### config.mk
export PLATFORM = sky130hd
export DESIGN_NAME = lru_key_value_cache
export DESIGN_NICKNAME = d
export VERILOG_FILES = /design/src/rtl/core/lkvc_pkg.sv /design/src/rtl/core/lkvc_ctrl.sv /design/src/rtl/core/lkvc_dpath.sv /design/src/rtl/core/lru_key_value_cache.sv
export SDC_FILE = /design/constraint.sdc
export NUM_CORES = 2
export LEC_CHECK = 0
export ABC_AREA = 1
export BUFFER_PORTS_ARGS = -buffer_cell sky130_fd_sc_hd__buf_2
export CAP_MARGIN = 20
export CORE_AREA = 5 5 472 358
export CTS_CLUSTER_SIZE = 20
export DETAILED_ROUTE_END_ITERATION = 8
export DIE_AREA = 0 0 477 363
export GPL_TIMING_DRIVEN = 1
export SETUP_SLACK_MARGIN = 0.4
export SKIP_LAST_GASP = 1
export SLEW_MARGIN = 20
export SYNTH_ARGS = -nofsm -noshare
export SYNTH_HDL_FRONTEND = slang
export SYNTH_SLANG_ARGS = --single-unit
### constraint.sdc
create_clock -name clk -period 17.95 [get_ports clk]
set_input_delay 0.8975 -clock clk [delete_from_list [all_inputs] [get_ports clk]]
set_output_delay 0.8975 -clock clk [all_outputs]
set_load 0.05 [all_outputs]
### src/rtl/core/lkvc_pkg.sv
// lkvc_pkg: shared types and constants for the LRU key-value cache.
// Used by lkvc_ctrl, lkvc_dpath and lru_key_value_cache; no dependencies.

package lkvc_pkg;

	// operation codes carried on the input tuser bit
	localparam logic KIND_GET = 1'b0;
	localparam logic KIND_PUT = 1'b1;

	// field widths fixed by the item format
	localparam int KEY_W = 32;
	localparam int VAL_W = 32;
	localparam int CAP_W = 5;

	// capacity after reset
	localparam logic [CAP_W-1:0] CAP_RESET = 5'd16;

	// commands from the controller to the datapath
	typedef struct packed {
		logic load_in;   // capture an accepted input item
		logic update;    // match keys and update the store
		logic load_out;  // move the result into the output register
	} lkvc_cmd_t;

endpackage

### src/rtl/core/lkvc_ctrl.sv
// lkvc_ctrl: sequencer for the LRU key-value cache (accept, match, respond).
// Depends on lkvc_pkg for the command struct.

module lkvc_ctrl
	import lkvc_pkg::*;
(
	input  logic      clk,
	input  logic      arst_n,
	input  logic      s_tvalid,
	output logic      s_tready,
	output logic      m_tvalid,
	input  logic      m_tready,
	output lkvc_cmd_t cmd
);

	localparam logic [1:0] ST_IDLE  = 2'd0;
	localparam logic [1:0] ST_MATCH = 2'd1;
	localparam logic [1:0] ST_RESP  = 2'd2;

	logic [1:0] state_q;
	logic [1:0] state_d;
	logic       out_valid_q;
	logic       can_load;

	// output register is free, or is being emptied this cycle
	assign can_load = !out_valid_q || m_tready;

	// next state and commands
	always_comb begin
		state_d      = state_q;
		s_tready     = 1'b0;
		cmd.load_in  = 1'b0;
		cmd.update   = 1'b0;
		cmd.load_out = 1'b0;
		unique case (state_q)
			ST_IDLE: begin
				s_tready = 1'b1;
				if (s_tvalid) begin
					cmd.load_in = 1'b1;
					state_d     = ST_MATCH;
				end
			end
			ST_MATCH: begin
				cmd.update = 1'b1;
				state_d    = ST_RESP;
			end
			ST_RESP: begin
				s_tready = can_load;
				if (can_load) begin
					cmd.load_out = 1'b1;
					if (s_tvalid) begin
						cmd.load_in = 1'b1;
						state_d     = ST_MATCH;
					end else begin
						state_d = ST_IDLE;
					end
				end
			end
			default: begin
				state_d = ST_IDLE;
			end
		endcase
	end

	// advance state and track the output register
	always_ff @(posedge clk or negedge arst_n) begin
		if (!arst_n) begin
			state_q     <= ST_IDLE;
			out_valid_q <= 1'b0;
		end else begin
			state_q <= state_d;
			if (cmd.load_out) begin
				out_valid_q <= 1'b1;
			end else if (m_tready) begin
				out_valid_q <= 1'b0;
			end
		end
	end

	assign m_tvalid = out_valid_q;

	// the store update always follows straight after an item is captured
	a_match_after_load: assert property (@(posedge clk) disable iff (!arst_n)
		cmd.load_in |=> cmd.update)
		else $error("store update did not follow input capture");

	// a match cycle always hands over to the response state
	a_match_to_resp: assert property (@(posedge clk) disable iff (!arst_n)
		state_q == ST_MATCH |=> state_q == ST_RESP)
		else $error("match cycle not followed by response");

	// no new item while the store is being updated
	a_no_accept_in_match: assert property (@(posedge clk) disable iff (!arst_n)
		cmd.update |-> !s_tready)
		else $error("input accepted during store update");

	// a loaded result is presented on the next cycle
	a_result_shown: assert property (@(posedge clk) disable iff (!arst_n)
		cmd.load_out |=> m_tvalid)
		else $error("loaded result not presented");

endmodule

### src/rtl/core/lkvc_dpath.sv
// lkvc_dpath: key match array, recency ranks, value memory and output register.
// Depends on lkvc_pkg for widths, operation codes and the command struct.

module lkvc_dpath
	import lkvc_pkg::*;
#(
	parameter int MAX_ENTRIES = 16
) (
	input  logic                    clk,
	input  logic                    arst_n,
	input  lkvc_cmd_t               cmd,
	input  logic                    cfg_we,
	input  logic [CAP_W-1:0]        cfg_wdata,
	input  logic                    in_kind,
	input  logic signed [KEY_W-1:0] in_key,
	input  logic signed [VAL_W-1:0] in_value,
	output logic                    hit,
	output logic signed [VAL_W-1:0] read_value
);

	localparam int IW   = (MAX_ENTRIES > 1) ? $clog2(MAX_ENTRIES) : 1;
	localparam int CW   = $clog2(MAX_ENTRIES + 1);
	localparam int CMPW = (CW > CAP_W) ? CW : CAP_W;

	logic [CAP_W-1:0]        capacity_q;
	logic                    kind_q;
	logic [KEY_W-1:0]        key_q;
	logic [VAL_W-1:0]        val_q;
	logic [KEY_W-1:0]        keys_q  [MAX_ENTRIES];
	logic [IW-1:0]           rank_q  [MAX_ENTRIES];
	logic [MAX_ENTRIES-1:0]  valid_q;
	logic [CW-1:0]           count_q;
	logic [VAL_W-1:0]        val_mem [MAX_ENTRIES];
	logic [VAL_W-1:0]        rd_q;
	logic                    hit_q;
	logic                    get_hit_q;
	logic                    hit_out_q;
	logic [VAL_W-1:0]        rv_out_q;

	logic [MAX_ENTRIES-1:0]  hit_vec;
	logic [MAX_ENTRIES-1:0]  victim_vec;
	logic [IW-1:0]           found_idx;
	logic [IW-1:0]           victim_idx;
	logic [IW-1:0]           free_idx;
	logic [IW-1:0]           hit_rank;
	logic [CMPW-1:0]         eff_cap;
	logic                    any_hit;
	logic                    is_put;
	logic                    full;
	logic                    touch;
	logic                    age_all;
	logic                    ins;
	logic                    wr_key;
	logic                    wr_val;
	logic [IW-1:0]           slot;
	logic [IW-1:0]           thr;
	logic [IW-1:0]           oldest_rank;

	// clamp capacity to one .. MAX_ENTRIES
	always_comb begin
		if (capacity_q == '0) begin
			eff_cap = CMPW'(1);
		end else if (CMPW'(capacity_q) > CMPW'(MAX_ENTRIES)) begin
			eff_cap = CMPW'(MAX_ENTRIES);
		end else begin
			eff_cap = CMPW'(capacity_q);
		end
	end

	assign full        = CMPW'(count_q) >= eff_cap;
	assign is_put      = (kind_q == KIND_PUT);
	assign oldest_rank = IW'(count_q - CW'(1));

	// compare the key against every entry; find the oldest entry
	always_comb begin
		for (int i = 0; i < MAX_ENTRIES; i++) begin
			hit_vec[i]    = valid_q[i] && (keys_q[i] == key_q);
			victim_vec[i] = valid_q[i] && (rank_q[i] == oldest_rank);
		end
	end

	assign any_hit = |hit_vec;

	// encode the lowest matching, oldest and free slots
	always_comb begin
		found_idx  = '0;
		victim_idx = '0;
		free_idx   = '0;
		hit_rank   = '0;
		for (int i = MAX_ENTRIES - 1; i >= 0; i--) begin
			if (hit_vec[i]) begin
				found_idx = IW'(i);
			end
			if (victim_vec[i]) begin
				victim_idx = IW'(i);
			end
			if (!valid_q[i]) begin
				free_idx = IW'(i);
			end
		end
		for (int i = 0; i < MAX_ENTRIES; i++) begin
			if (hit_vec[i]) begin
				hit_rank = hit_rank | rank_q[i];
			end
		end
	end

	// pick the slot to touch and what to write there
	always_comb begin
		touch   = 1'b0;
		age_all = 1'b0;
		ins     = 1'b0;
		wr_key  = 1'b0;
		wr_val  = 1'b0;
		slot    = found_idx;
		thr     = hit_rank;
		priority if (any_hit) begin
			touch  = 1'b1;
			wr_val = is_put;
		end else if (is_put && full) begin
			touch  = 1'b1;
			wr_key = 1'b1;
			wr_val = 1'b1;
			slot   = victim_idx;
			thr    = oldest_rank;
		end else if (is_put) begin
			touch   = 1'b1;
			age_all = 1'b1;
			ins     = 1'b1;
			wr_key  = 1'b1;
			wr_val  = 1'b1;
			slot    = free_idx;
		end else begin
			// get miss: leave the store as it is
			touch = 1'b0;
		end
	end

	// capacity register
	always_ff @(posedge clk or negedge arst_n) begin
		if (!arst_n) begin
			capacity_q <= CAP_RESET;
		end else if (cfg_we) begin
			capacity_q <= cfg_wdata;
		end
	end

	// capture the accepted item
	always_ff @(posedge clk) begin
		if (cmd.load_in) begin
			kind_q <= in_kind;
			key_q  <= in_key;
			val_q  <= in_value;
		end
	end

	// age entries, mark the touched one most recent, track occupancy
	always_ff @(posedge clk or negedge arst_n) begin
		if (!arst_n) begin
			valid_q <= '0;
			count_q <= '0;
			for (int i = 0; i < MAX_ENTRIES; i++) begin
				rank_q[i] <= '0;
			end
		end else if (cmd.update && touch) begin
			for (int i = 0; i < MAX_ENTRIES; i++) begin
				if (IW'(i) == slot) begin
					rank_q[i] <= '0;
				end else if (valid_q[i] && (age_all || rank_q[i] < thr)) begin
					rank_q[i] <= rank_q[i] + IW'(1);
				end
			end
			if (ins) begin
				valid_q[slot] <= 1'b1;
				count_q       <= count_q + CW'(1);
			end
		end
	end

	// key store
	always_ff @(posedge clk) begin
		if (cmd.update && wr_key) begin
			keys_q[slot] <= key_q;
		end
	end

	// value memory: one write port, one registered read port
	always_ff @(posedge clk) begin
		if (cmd.update && wr_val) begin
			val_mem[slot] <= val_q;
		end
		if (cmd.update) begin
			rd_q <= val_mem[found_idx];
		end
	end

	// hold the lookup outcome for the response cycle
	always_ff @(posedge clk) begin
		if (cmd.update) begin
			hit_q     <= any_hit;
			get_hit_q <= any_hit && !is_put;
		end
	end

	// output register
	always_ff @(posedge clk) begin
		if (cmd.load_out) begin
			hit_out_q <= hit_q;
			rv_out_q  <= get_hit_q ? rd_q : '0;
		end
	end

	assign hit        = hit_out_q;
	assign read_value = rv_out_q;

endmodule

### src/rtl/core/lru_key_value_cache.sv
// lru_key_value_cache: top level of the key-value cache with LRU replacement.
// Instantiates lkvc_ctrl and lkvc_dpath; depends on lkvc_pkg.
//
//   channel  | direction | payload
//   ---------+-----------+--------------------------------------------------
//   s_axis   | in        | tdata: key[31:0], value[63:32]; tuser: kind
//   m_axis   | out       | tdata: read_value[31:0]; tuser: hit
//   cfg      | in        | cfg_wdata: capacity, written when cfg_we is high
//
// Each item is captured when accepted; in the match state its key is matched
// against all entries while ranks, keys and the value memory update; in the
// response state the result moves from the value memory's registered read port
// into the output register while the next item may be accepted; a stalled
// output holds the block there. After reset the store is empty, capacity 16.

module lru_key_value_cache
	import lkvc_pkg::*;
#(
	parameter int MAX_ENTRIES = 16
) (
	input  logic                      clk,
	input  logic                      arst_n,
	input  logic                      s_tvalid,
	output logic                      s_tready,
	input  logic [KEY_W+VAL_W-1:0]    s_tdata,   // key, value
	input  logic                      s_tuser,   // kind
	output logic                      m_tvalid,
	input  logic                      m_tready,
	output logic [VAL_W-1:0]          m_tdata,   // read_value
	output logic                      m_tuser,   // hit
	input  logic                      cfg_we,
	input  logic [CAP_W-1:0]          cfg_wdata  // capacity
);

	lkvc_cmd_t               cmd;
	logic signed [VAL_W-1:0] read_value;

	// sequencer
	lkvc_ctrl u_ctrl (
		.clk      (clk),
		.arst_n   (arst_n),
		.s_tvalid (s_tvalid),
		.s_tready (s_tready),
		.m_tvalid (m_tvalid),
		.m_tready (m_tready),
		.cmd      (cmd)
	);

	// store and result path
	lkvc_dpath #(
		.MAX_ENTRIES (MAX_ENTRIES)
	) u_dpath (
		.clk        (clk),
		.arst_n     (arst_n),
		.cmd        (cmd),
		.cfg_we     (cfg_we),
		.cfg_wdata  (cfg_wdata),
		.in_kind    (s_tuser),
		.in_key     (s_tdata[KEY_W-1:0]),
		.in_value   (s_tdata[KEY_W+VAL_W-1:KEY_W]),
		.hit        (m_tuser),
		.read_value (read_value)
	);

	assign m_tdata = read_value;

endmodule

### After elaboration in Yosys (flattened, before gate mapping)

Memory sizes are Yosys's and may differ from the RTL's. A register that Yosys moved wholly into a read port is not among the register bits.
Cells that the tools add are included.

| word-level totals | value |
|---|---|
| register bits after elaboration | 193 |
| RAM bits | 1024 |
| input bits | 75 |
| output and inout bits | 35 |
| word-level logic and storage cells | 376 |
| memories | 2 |

| operators by class | value |
|---|---|
| add/sub/neg operators | 18 |
| magnitude comparators | 20 |
| equality and inequality tests | 51 |
| mux-type cells | 129 |
| bitwise gates (word level) | 16 |
| reduce and logical (&&, ||, !) cells | 112 |

Memories:

| name | words | width | rd ports | clocked after memory_dff | wr ports | line | RTL |
|---|---|---|---|---|---|---|---|
| u_dpath.keys_q | 16 | 32 | 16 | 0 | 1 | lkvc_dpath.sv:29 | `logic [KEY_W-1:0] keys_q [MAX_ENTRIES];` |
| u_dpath.val_mem | 16 | 32 | 1 | 1 | 1 | lkvc_dpath.sv:33 | `logic [VAL_W-1:0] val_mem [MAX_ENTRIES];` |

Operator list:

| operator | count |
|---|---|
| $eq 32x32->1 | 16 |
| $mux 4 | 101 |
| $add 4x1->4 const B | 16 |
| $eq 4x4->1 | 16 |
| $lt 4x4->1 | 16 |
| $or 4x4->4 | 15 |
| $logic_and 1x1->1 | 54 |
| $reduce_and 2->1 | 18 |
| $reduce_bool 2->1 | 17 |
| $eq 4x4->1 const A | 8 |
| $mux 1 | 20 |
| $logic_or 1x1->1 | 17 |
| $eq 3x4->1 const A | 4 |
| $or 16x16->16 | 1 |
| $reduce_or 16->1 | 1 |
| $mux 5 | 2 |
| $eq 2x4->1 const A | 2 |
| $pmux 2 s3 | 1 |
| $add 5x1->5 const B | 1 |
| $ge 5x5->1 | 1 |
| $gt 5x5->1 const B | 1 |
| $logic_not 5->1 | 1 |
| $lt 4x5->1 const B | 1 |
| $demux 1 s4 | 1 |
| other kinds (12) | 15 |

### Longest topological paths before layout

An unclocked memory read counts as a cell.

| logic depth | value |
|---|---|
| word-level depth | 41 |
| mapped depth | 34 |
| gate-level depth less buffers | 32 |

### By module

A second synthesis with hierarchy kept.

| unflattened totals | value |
|---|---|
| cells, all modules | 5646 |
| area total of the unflattened synthesis | 57508.9 um^2 |

By module, submodules not included:

| module | instances | cells an instance | area each (um^2) | seq. area each (um^2) |
|---|---|---|---|---|
| lkvc_dpath | 1 | 5620 | 57335.0 | 36966.7 |
| lkvc_ctrl | 1 | 26 | 173.9 | 75.1 |

### Worst setup path before layout

No wires, ideal clock.

| timing | value |
|---|---|
| kind | reg2reg |
| from | register u_dpath.count_q[0] |
| to | memory u_dpath.keys_q[0][0], enable pin |
| library setup time | 461 ps |
| arrival time | 5338 ps |
| data required time | 17489 ps |
| slack | 12151 ps |
| stages on the path, launching flop included | 19 |
| buffers on the path | 4 |
| clock period less this slack | 5799 ps |
| path through | dfrtp_1 > inv_2 > clkbuf_1 > ha_1 > clkbuf_1 > clkbuf_1 > buf_2 > a21oi_1 > o211ai_1 > a211oi_1 > o21ai_1 > nand4_1 > a211o_1 > nand2_1 > a31oi_1 > inv_2 > nor2_2 > nand3_2 > nor3_1 |

| between the ends | value |
|---|---|
| cells in the longest elaborated chain, start to end | 21 |
| elaborated cells between the ends (all ways) | 58 |
| those cells by class | add/sub (1); order compare (1); eq/ne (16); mux (22); reduce/logical (18) |

RTL lines:

| element | line | RTL |
|---|---|---|
| start: declaration | lkvc_dpath.sv:32 | `logic [CW-1:0] count_q;` |
| start signal: assignment | lkvc_dpath.sv:175 | `count_q <= count_q + CW'(1);` |
| $sub 4x1->4 * | lkvc_dpath.sv:72 | `assign oldest_rank = IW'(count_q - CW'(1));` |
| net u_dpath.oldest_rank[0] | lkvc_dpath.sv:57 | `logic [IW-1:0] oldest_rank;` |
| $eq 4x4->1 | lkvc_dpath.sv:78 | `victim_vec[i] = valid_q[i] && (rank_q[i] == oldest_rank);` |
| $logic_and 1x1->1 | lkvc_dpath.sv:78 |  |
| $mux 4 (15 in a row) | lkvc_dpath.sv:94 | `if (victim_vec[i]) begin` |
| $mux 4 * | lkvc_dpath.sv:94 |  |
| $mux 4 * | lkvc_dpath.sv:120 | `end else if (is_put && full) begin` |
| $mux 4 * | lkvc_dpath.sv:117 | `priority if (any_hit) begin` |
| end: declaration | lkvc_dpath.sv:29 |  |

Mark *: on every way through the listed nets, which the timed path passes. The rest lies on a longest branch.

### Worst setup path in the final report

| timing | value |
|---|---|
| from | register u_dpath.key_q[11] |
| to | memory u_dpath.val_mem[1][24], enable pin |

| between the ends | value |
|---|---|
| cells in the longest elaborated chain, start to end | 21 |
| elaborated cells between the ends (all ways) | 56 |
| those cells by class | eq/ne (16); mux (22); reduce/logical (18) |

RTL lines:

| element | line | RTL |
|---|---|---|
| start: declaration | lkvc_dpath.sv:27 | `logic [KEY_W-1:0] key_q;` |
| start signal: assignment | lkvc_dpath.sv:152 | `key_q <= in_key;` |
| $eq 32x32->1 | lkvc_dpath.sv:77 | `hit_vec[i] = valid_q[i] && (keys_q[i] == key_q);` |
| $logic_and 1x1->1 | lkvc_dpath.sv:77 |  |
| $mux 4 (16 in a row) | lkvc_dpath.sv:91 | `if (hit_vec[i]) begin` |
| $mux 4 | lkvc_dpath.sv:126 | `end else if (is_put) begin` |
| $mux 4 | lkvc_dpath.sv:120 |  |
| $mux 4 | lkvc_dpath.sv:117 |  |
| end: declaration | lkvc_dpath.sv:33 |  |

Parallel ways exist; a longest one is shown, timed or not.

==> flow_summary.ini <==
[clock_tree]
clk_latency_ns = 0.79
cts_root_buffer = clkbuf_16
cts_buffers = 132
cts_resized = 0
tritoncts = yes
postCtsSetupRepairBufs = 0
clockBufferDepth = 3
htreeDepth = 4
holdBufCountCts = 0
path_clk_slew_ns = 0.06
cts.sinks = 1249

[timing]
final.setup.worst_slack_ns = 10.95
hold_viol = 0
finalSetupViolCount = 0
min_period_ns = 7.00
max_freq_mhz = 143
drv_slew = 0
rsz0062_at_grt = no
tns_ns = 0
fin_skew_ns = 0.0511
relSlewSlack_pct = 21.2
worst_pin_slew_ns = 1.18
period_share_pct = 39.0

[drt]
avgViaCountPerCell = 5.17
drc = 0
num_vias = 40500
dr.pass1.iters = 7
drt-initial-drc-count = 5372
drt-wirelength-per-cell_um = 22.5
ant_nets = 0
drt-total-wl_mm = 176

[die]
ios = 110
die_x_um = 477
rows = 129
dieHeight_um = 363
initial_utilization_pct = 34.7
die_area_sq_mm = 0.173
core_area_sq_mm = 0.164

[critical_path]
crit_path_end = u_dpath.val_mem[1][24]
critPathCaptureType = flop
setup.worst_path.class = flop to flop
crit_start = u_dpath.key_q[11]
r2r-end = u_dpath.val_mem[1][24]
critPathLaunchType = flop
r2r_cells = 20
crit_arrival_ns = 7.40
cp.required_ns = 18.35
r2r_slack_ns = 10.95
critPathMaxFanout = 42
r2r-start = u_dpath.key_q[11]

[pwr]
finalPower_mw = 7.19
vdd_ir_drop_max_mv = 0.0770
p_per_area_mw_per_mm2 = 112
p_leak_nw = 25.3

[cells_and_area]
area_growth_pct = 12.9
final_common_cell = nand2_1
stdcell_count = 7837
final_cell_mix = nand2_1, edfxtp_1, nand3_1, inv_1, nor2_1
final_layout_size_suffix_gt1_share_pct = 9.50
fin_nets = 5720

[synth]
synth_area_sq_mm = 0.0569
synth_ff_type = edfxtp_1
synth_warnings = 0
synthArstFlopShare_pct = 7.45
synth_nets = 5605
synth_cells = 5459
seq_area_frac_synth_pct = 65.1
synth.distinct_cells = 59
ys_seq_elements = 1249
avgSynthCellArea_sq_um = 10.4
synth-edff-count = 1156

[global_route]
use_met2_pct = 27.3
grt_pass1_wl_mm = 256
grt_use_met1_pct = 29.6
antenna_found_initial = 15
grt_max_degree = 97
grt-busiest-layer = met1
grt_pass1_vias = 37700
grt_usage_pct = 19.8
grt_overflow = 0
use_met3_pct = 6.41

[placed_design]
dp_slack_ns = 11.03
gp_congestion = 0.961
port_buffers = 109
dpl.cell_count = 7601
dp_hpwl_mm = 107

[min_path]
worstHoldPathType = input port to asynchronous set/reset pin

[flow_run]
maxCapViolations = 0

[run_status]
status = finished clean
-- where the power goes --
| group | leakage, nW | internal, mW | switching, mW |
|---|---|---|---|
| Sequential | 11.7 | 3.30 | 0.0881 |
| Clock | 2.08 | 1.54 | 1.18 |
| Combinational | 11.5 | 0.279 | 0.801 |
-- per-stage QoR --
| stage | hold slack [ns] | util, % | cell area (sq um) |
|---|---|---|---|
| 3_3_place_gp | 0.409 | 36.6 | 60000 |
| 6_report | 0.212 | 39.2 | 64300 |
| 4_1_cts | 0.187 | 39.2 | 64200 |
| 2_1_floorplan | 0.400 | - | 56900 |
| 5_1_grt | 0.257 | 39.2 | 64200 |
| 3_5_place_dp | 0.413 | 36.6 | 60000 |
-- routing by layer --
layer / part of all wire, % / wire [um] / vias up
li1: - / - / 18600
met5: 0.062 / 110 / -
met4: 2.6 / 4670 / 16
met2: 40 / 71400 / 2083
met3: 12 / 21300 / 278
met1: 45 / 79000 / 19500
-- worst min-delay path by stage --
| stage | cells after the start | startpoint | to | slack (ns) |
|---|---|---|---|---|
| final | 1 | arst_n | u_dpath.capacity_q[2] | 0.21 |
| after global routing | 1 | arst_n | u_dpath.capacity_q[2] | 0.26 |
| after CTS | 1 | arst_n | u_dpath.capacity_q[2] | 0.19 |
| after detailed placement | 0 | u_dpath.hit_q | u_dpath.hit | 0.41 |
| after global placement | 0 | u_dpath.hit_q | u_dpath.hit | 0.41 |
| after floorplan | 0 | u_dpath.hit_q | u_dpath.hit | 0.40 |
-- sequential cells by signal (all words and copies together) (netlist names) --
name / flops
u_dpath.rank_q: 64
u_ctrl.state_q: 2
u_dpath.val_mem: 512
u_dpath.count_q: 5
u_dpath.capacity_q: 5
u_ctrl.m_tvalid: 1
u_dpath.keys_q: 512
u_dpath.val_q: 32
u_dpath.key_q: 32
u_dpath.hit: 1
u_dpath.valid_q: 16
u_dpath.is_put: 1
u_dpath.rd_q: 32
u_dpath.get_hit_q: 1
u_dpath.read_value: 32
u_dpath.hit_q: 1
-- synth_stat cells, drive strengths merged (2+ instances only) --
cell type | number | area (sq um)
o21bai | 3 | 22.5
a21oi | 42 | 214
and3 | 2 | 12.5
a221oi | 19 | 166
nor3 | 34 | 205
ha | 71 | 888
buf | 137 | 851
o221ai | 5 | 43.8
nand4 | 89 | 563
o22ai | 47 | 294
nand3b | 5 | 37.5
dfrtp | 92 | 2300
nor2 | 348 | 1360
o211ai | 3 | 22.5
nor2b | 3 | 18.8
edfxtp | 1156 | 34700
nor4 | 3 | 18.8
nand3 | 590 | 3010
a31oi | 4 | 25.0
or2 | 41 | 257
clkbuf | 92 | 345
o21ai | 184 | 932
nand2 | 1764 | 6650
xnor2 | 151 | 1320
mux2 | 3 | 33.8
a211oi | 5 | 37.5
a21o | 2 | 15.0
and2 | 4 | 25.0
inv | 482 | 1820
o2111ai | 3 | 26.3
xor2 | 66 | 578
-- area by class of cell --
| type | instances | area [sq um] |
|---|---|---|
| flip-flops and latches | 1249 | 37000 |
| clock buffers | 170 | 3590 |
| repair buffers | 210 | 1310 |
| diodes | 2 | 5.00 |
| inverters | 482 | 1820 |
| multi-input cells | 3499 | 17100 |
| clock inverters | 64 | 669 |
| fillers | 15700 | 99600 |
| well taps | 2161 | 2700 |
-- worst max-delay path: stages (launching register included) --
cell and delay [ns]:
edfxtp_1 0.38, buf_4 0.29, inv_2 0.60, or2_1 0.19
nand3_1 0.08, nor2_1 0.09, nand2_1 0.05, nor2_1 0.21
nand3_4 0.52, nand2_1 0.35, nor2_1 0.15, nand2_2 0.14
inv_1 0.08, nand2_2 0.75, inv_2 0.68, a31oi_1 0.47
inv_2 0.08, nor2_2 0.40, nand2_1 0.34, nor2_4 0.15
buf_4 0.51
-- logic make-up (layout without fill, tap and decap cells) --
group	Yosys count	count (layout)	synth area share [%]
buf+inv	711	926	5.30
simple gates	2883	2883	21.4
xor+xnor	217	217	3.34
other cells	0	2	0
flops	1249	1249	65.1
fa+ha+maj	71	71	1.56
compound gates	325	325	3.28
mux	3	3	0.0594
Note: power is estimated with default switching activity, not from simulation.
